[src/hdl/windowed_io_bandwidth_monitor_top_defines.svh]
// Assertion macros for the windowed I/O bandwidth monitor.
`ifndef WINDOWED_IO_BANDWIDTH_MONITOR_TOP_DEFINES_SVH
`define WINDOWED_IO_BANDWIDTH_MONITOR_TOP_DEFINES_SVH

// Same-cycle implication, checked on every rising clock edge outside reset.
`define WIBM_ASSERT_NOW(lbl, ante, cons, msg) \
   lbl: assert property (@(posedge clock) disable iff (reset) (ante) |-> (cons)) \
      else $error(msg);

// Next-cycle implication, checked on every rising clock edge outside reset.
`define WIBM_ASSERT_NEXT(lbl, ante, cons, msg) \
   lbl: assert property (@(posedge clock) disable iff (reset) (ante) |=> (cons)) \
      else $error(msg);

`endif

[src/hdl/wibm_pkg.sv]
// Shared types and constants of the windowed I/O bandwidth monitor.
`default_nettype none

package wibm_pkg;

   // Field widths
   localparam int unsigned PG_BYTES_W   = 17;
   localparam int unsigned PAGE_COUNT_W = 16;
   localparam int unsigned LATENCY_W    = 32;

   // Page size after reset
   localparam logic [PG_BYTES_W-1:0] PG_BYTES_RESET = 17'd4096;

   // 1e6 = 15625 * 2^6; the divisor scale is 2^12, so the dividend drops 6 bits
   localparam logic [13:0]  US_PER_S_ODD = 14'd15625;
   localparam int unsigned  DVD_SHIFT    = 6;

   // Depth of the queue between front and back
   localparam int unsigned QUEUE_DEPTH = 2;

   // One completed I/O as it waits in the queue
   typedef struct packed {
      logic                    func;
      logic [PAGE_COUNT_W-1:0] page_count;
      logic [LATENCY_W-1:0]    latency_us;
   } wibm_item_type;

   // One result transfer
   typedef struct packed {
      logic        direction;
      logic [47:0] bandwidth_q8;
      logic [36:0] window_latency_total;
      logic [20:0] window_page_total;
   } wibm_result_type;

   // Back-end sequencer
   typedef enum logic [2:0] {
      ST_IDLE,
      ST_UPDATE,
      ST_MUL_PAGES,
      ST_MUL_SCALE,
      ST_DIV_START,
      ST_DIV_RUN,
      ST_DELIVER
   } wibm_state_type;

endpackage

`default_nettype wire

[src/hdl/wibm_front.sv]
// Front end: accepts completions and queues them for the back end.
`default_nettype none

module wibm_front import wibm_pkg::*; (
   input  wire logic                    clock,
   input  wire logic                    reset,
   input  wire logic                    req_valid,
   output logic                         req_ready,
   input  wire logic                    req_func,
   input  wire logic [PAGE_COUNT_W-1:0] req_page_count,
   input  wire logic [LATENCY_W-1:0]    req_latency_us,
   output logic                         q_valid,
   output wibm_item_type                q_item,
   input  wire logic                    q_pop
);

   localparam int unsigned PTR_W = (QUEUE_DEPTH > 1) ? $clog2(QUEUE_DEPTH) : 1;
   localparam int unsigned CNT_W = $clog2(QUEUE_DEPTH + 1);

   wibm_item_type    entry_ff [QUEUE_DEPTH];
   logic [PTR_W-1:0] wr_ptr_ff, wr_ptr_in;
   logic [PTR_W-1:0] rd_ptr_ff, rd_ptr_in;
   logic [CNT_W-1:0] count_ff, count_in;
   logic             push;
   wibm_item_type    item_new;

   // Pack the incoming completion
   always_comb begin
      item_new.func       = req_func;
      item_new.page_count = req_page_count;
      item_new.latency_us = req_latency_us;
   end

   assign req_ready = (count_ff != CNT_W'(QUEUE_DEPTH));
   assign push      = req_valid && req_ready;
   assign q_valid   = (count_ff != '0);
   assign q_item    = entry_ff[rd_ptr_ff];

   // Pointer and fill count update
   always_comb begin
      wr_ptr_in = wr_ptr_ff;
      rd_ptr_in = rd_ptr_ff;
      count_in  = count_ff;
      if (push) begin
         wr_ptr_in = (wr_ptr_ff == PTR_W'(QUEUE_DEPTH - 1)) ? '0 : wr_ptr_ff + 1'b1;
      end
      if (q_pop) begin
         rd_ptr_in = (rd_ptr_ff == PTR_W'(QUEUE_DEPTH - 1)) ? '0 : rd_ptr_ff + 1'b1;
      end
      if (push && !q_pop) begin
         count_in = count_ff + 1'b1;
      end else if (!push && q_pop) begin
         count_in = count_ff - 1'b1;
      end
   end

   always_ff @(posedge clock) begin
      if (reset) begin
         wr_ptr_ff <= '0;
         rd_ptr_ff <= '0;
         count_ff  <= '0;
      end else begin
         wr_ptr_ff <= wr_ptr_in;
         rd_ptr_ff <= rd_ptr_in;
         count_ff  <= count_in;
      end
   end

   // Queue storage
   always_ff @(posedge clock) begin
      if (push) begin
         entry_ff[wr_ptr_ff] <= item_new;
      end
   end

endmodule

`default_nettype wire

[config.mk]
export PLATFORM = sky130hd
export DESIGN_NAME = wibm_front
export DESIGN_NICKNAME = d
export VERILOG_FILES = /design/src/hdl/windowed_io_bandwidth_monitor_top_defines.svh /design/src/hdl/wibm_pkg.sv /design/src/hdl/wibm_front.sv
export SDC_FILE = /design/constraint.sdc
export NUM_CORES = 1
export LEC_CHECK = 0
export BUFFER_PORTS_ARGS = -buffer_cell sky130_fd_sc_hd__buf_2
export CAP_MARGIN = 20
export CORE_ASPECT_RATIO = 1.75
export CORE_MARGIN = 4
export CORE_UTILIZATION = 35
export CTS_CLUSTER_DIAMETER = 100
export DETAILED_ROUTE_END_ITERATION = 8
export HOLD_SLACK_MARGIN = 0.08
export SYNTH_ARGS = -nofsm -noshare
export SYNTH_HDL_FRONTEND = slang
export SYNTH_SLANG_ARGS = --single-unit
[constraint.sdc]
create_clock -name clock -period 2.2 [get_ports clock]
set_clock_uncertainty 0.05 [all_clocks]
set_input_delay 0.11 -clock clock [delete_from_list [all_inputs] [get_ports clock]]
set_output_delay 0.11 -clock clock [all_outputs]
set_load 0.005 [all_outputs]
==> results.json <==
{
  "n_antenna_cell": 0,
  "yosysWarnings": 0,
  "clockBufferDepth": 2,
  "first_pass_iters": 4,
  "postSynthCellCount": 176,
  "worstPathCellList": "buf_4 > mux2_2 > buf_2",
  "ios": 104,
  "synthMuxAreaShare": 0.1467,
  "worst_path_max_delay_cell": "mux2_2",
  "fin_ws_ps": 503.4,
  "layout.nets": 398,
  "routedWlPerCell_microns": 15.16,
  "min_period_ps": 1697,
  "grt_pass1_wl_microns": 11230,
  "relSlewSlack": 0.6848,
  "ant_nets": 0,
  "coreArea_sq_um": 10420,
  "tightest_slew_ps": 472.9,
  "leakagePower_nw": 1.984,
  "drt_iter0_drc": 64,
  "hp-class": "input pin to flip-flop",
  "synth_top_area_cell": "edfxtp_1",
  "syn_area_sq_um": 3761,
  "ir_drop_mv": 0.5194,
  "status": "completed",
  "clk_pin_slew_ps": 60,
  "total_power_mw": 4.453,
  "cpPeakStageDelay_ps": 390,
  "synth_area_per_cell_sq_um": 21.37,
  "grt_pass1_vias": 2365,
  "path_class": "flip-flop to output port",
  "cts_resized": 0,
  "die_h_microns": 145.1,
  "drv_slew": 0,
  "grtUsageTotal": 0.1199,
  "detail_route.vias_per_cell": 4.481,
  "tns_ps": 0,
  "ys_seq_elements": 103,
  "drc": 0,
  "fp-row-count": 49,
  "cts_tree": "yes",
  "critPathTopFamily": "buffers and inverters",
  "synth_top_area_frac": 0.7824,
  "utilization": 0.5016,
  "initial_utilization": 0.3609,
  "hold-worst-slack_ps": 442.2,
  "finalHoldViolations": 0,
  "fillers": 909,
  "syn2layout_area_growth_pct": 38.99,
  "finalCritPeriodShare": 0.7712,
  "ff_latch_area_sq_um": 3044,
  "cts_made_buffers": 9,
  "htree_levels": 3,
  "grt-ovfl-total": 0,
  "synthAdderAreaFrac": 0.003327,
  "gp_congestion": 0.6922,
  "yosys.cell_types.count": 19,
  "grt_max_degree": 35,
  "wirelength_microns": 7214,
  "synthSimpleGateAreaFrac": 0.01530,
  "root_buffer": "clkbuf_16",
  "setup-violations-final": 0,
  "cp-end-kind": "output port",
  "synthTopCellsByArea": "edfxtp_1, mux2_2, dfxtp_1",
  "io_buffers": 103,
  "cts.sinks": 103,
  "synth_top_family_by_area": "multiplexers",
  "multiInputGateArea_sq_um": 674.4,
  "p_per_area_nw_per_um2": 851.9,
  "critPathBufInv": 2,
  "dpl.hpwl_microns": 4742,
  "antenna_found_initial": 0,
  "maxCapViolCount": 0,
  "postCtsSetupBuffers": 0,
  "die_area_sq_um": 12530,
  "startpoint_type": "flip-flop",
  "yosysSeqAreaShare": 0.8090,
  "grt_setup_unrepaired": "no",
  "clk_latency_ps": 330,
  "via_count": 2133,
  "synth_xor_area_frac": 0.006986,
  "synth_compound_area_frac": 0.006653,
  "layout-drive-gt1-share": 0.4957,
  "syn_nets": 230,
  "place_ws_ps": 598.4,
  "dieWidth_microns": 86.36,
  "arrival_ps": 1540,
  "max_freq_mhz": 589.4,
  "crit_fanout": 29,
  "worst_ep_required_time_ps": 2040
}
power by group:
part	switching (mW)	total, mW	internal, mW
clock	0.595	1.36	0.761
sequential	0.0463	2.42	2.37
combinational	0.316	0.677	0.361
total	0.957	4.45	3.50
layout make-up:
class                           instances  area share
Tap cell                              127     0.03040
Sequential cell                       103      0.5823
Multi-Input combinational cell         66      0.1290
Clock inverter                          2    0.001436
Inverter                                2    0.001436
Timing Repair Buffer                  162      0.2087
Clock buffer                           14     0.04667
flip-flops by register name, indices dropped and copies added, names as in the netlist, named ones only:
register and count:
count_ff 2, entry_ff 98, rd_ptr_ff 1, wr_ptr_ff 1
routing by layer:
| metal | up-vias | global-route usage | share of wire |
|---|---|---|---|
| met5 | - | 0 | 0 |
| met4 | 0 | 0.07410 | 0.043 |
| met3 | 25 | 0.03347 | 0.046 |
| met2 | 67 | 0.2289 | 0.58 |
| met1 | 1022 | 0.1033 | 0.33 |
| li1 | 1019 | - | - |
placed cells by master, fill, tap and decap left out, types with 2 or more instances in the layout:
cell type,count
clkinv_1,2
dlygate4sd3_1,53
xor2_1,2
a21oi_1,2
buf_2,103
edfxtp_1,98
nor2_1,3
clkbuf_16,9
clkbuf_1,5
buf_4,6
dfxtp_1,4
mux2_2,49
worst paths after layout:
kind	end	cells after the start	slack, ps	start
setup / recovery	q_item[11]	3	500	flip-flop
hold / removal	entry_ff[1][31]	2	440	req_latency_us[31]
setup reg to reg	count_ff[1]	5	590	count_ff[0]
hold reg to reg	rd_ptr_ff	2	470	rd_ptr_ff
stage by stage:
stage	cells	cell area, sq um
after CTS	476	5228
after floorplan	176	3762
final	476	5228
after global routing	476	5228
after detailed placement	407	4446
after global placement	407	4446
timing repair:
action | 4_1_cts | 5_1_grt
hold buffers | 53 | 0
setup endpoints to repair | 0 | 0
endpoints found under the hold margin | 103 | 0
logic make-up (layout without fill, tap and decap cells):
logic type / after synthesis / after routing
DFF: 103 / 103
muxes: 49 / 49
and+or+nand+nor: 9 / 9
buffers and inverters: 7 / 180
AOI/OAI and AO/OA: 4 / 4
xor gates and xnor gates: 3 / 3
adders and majority gates: 1 / 1
Yosys cell counts:
master    count
edfxtp_1     98
mux2_2       49
dfxtp_1       5
buf_2         3
nor2_1        3
a21oi_1       2
buf_6         2
inv_1         2
xor2_1        2
a21bo_2       1
and2_1        1
and3_1        1
ha_1          1
nand2b_4      1
nand3b_1      1
o21ai_0       1
or2_2         1
or3_1         1
xnor2_1       1
worst register-to-register path, delay by kind of cell, from the launching register on:
| kind | cells | cell delay (ps) |
|---|---|---|
| compound gates | 1 | 150 |
| fa+ha+maj | 1 | 310 |
| flops | 1 | 340 |
| simple gates | 3 | 680 |
Power figures use the tool's default switching activity.
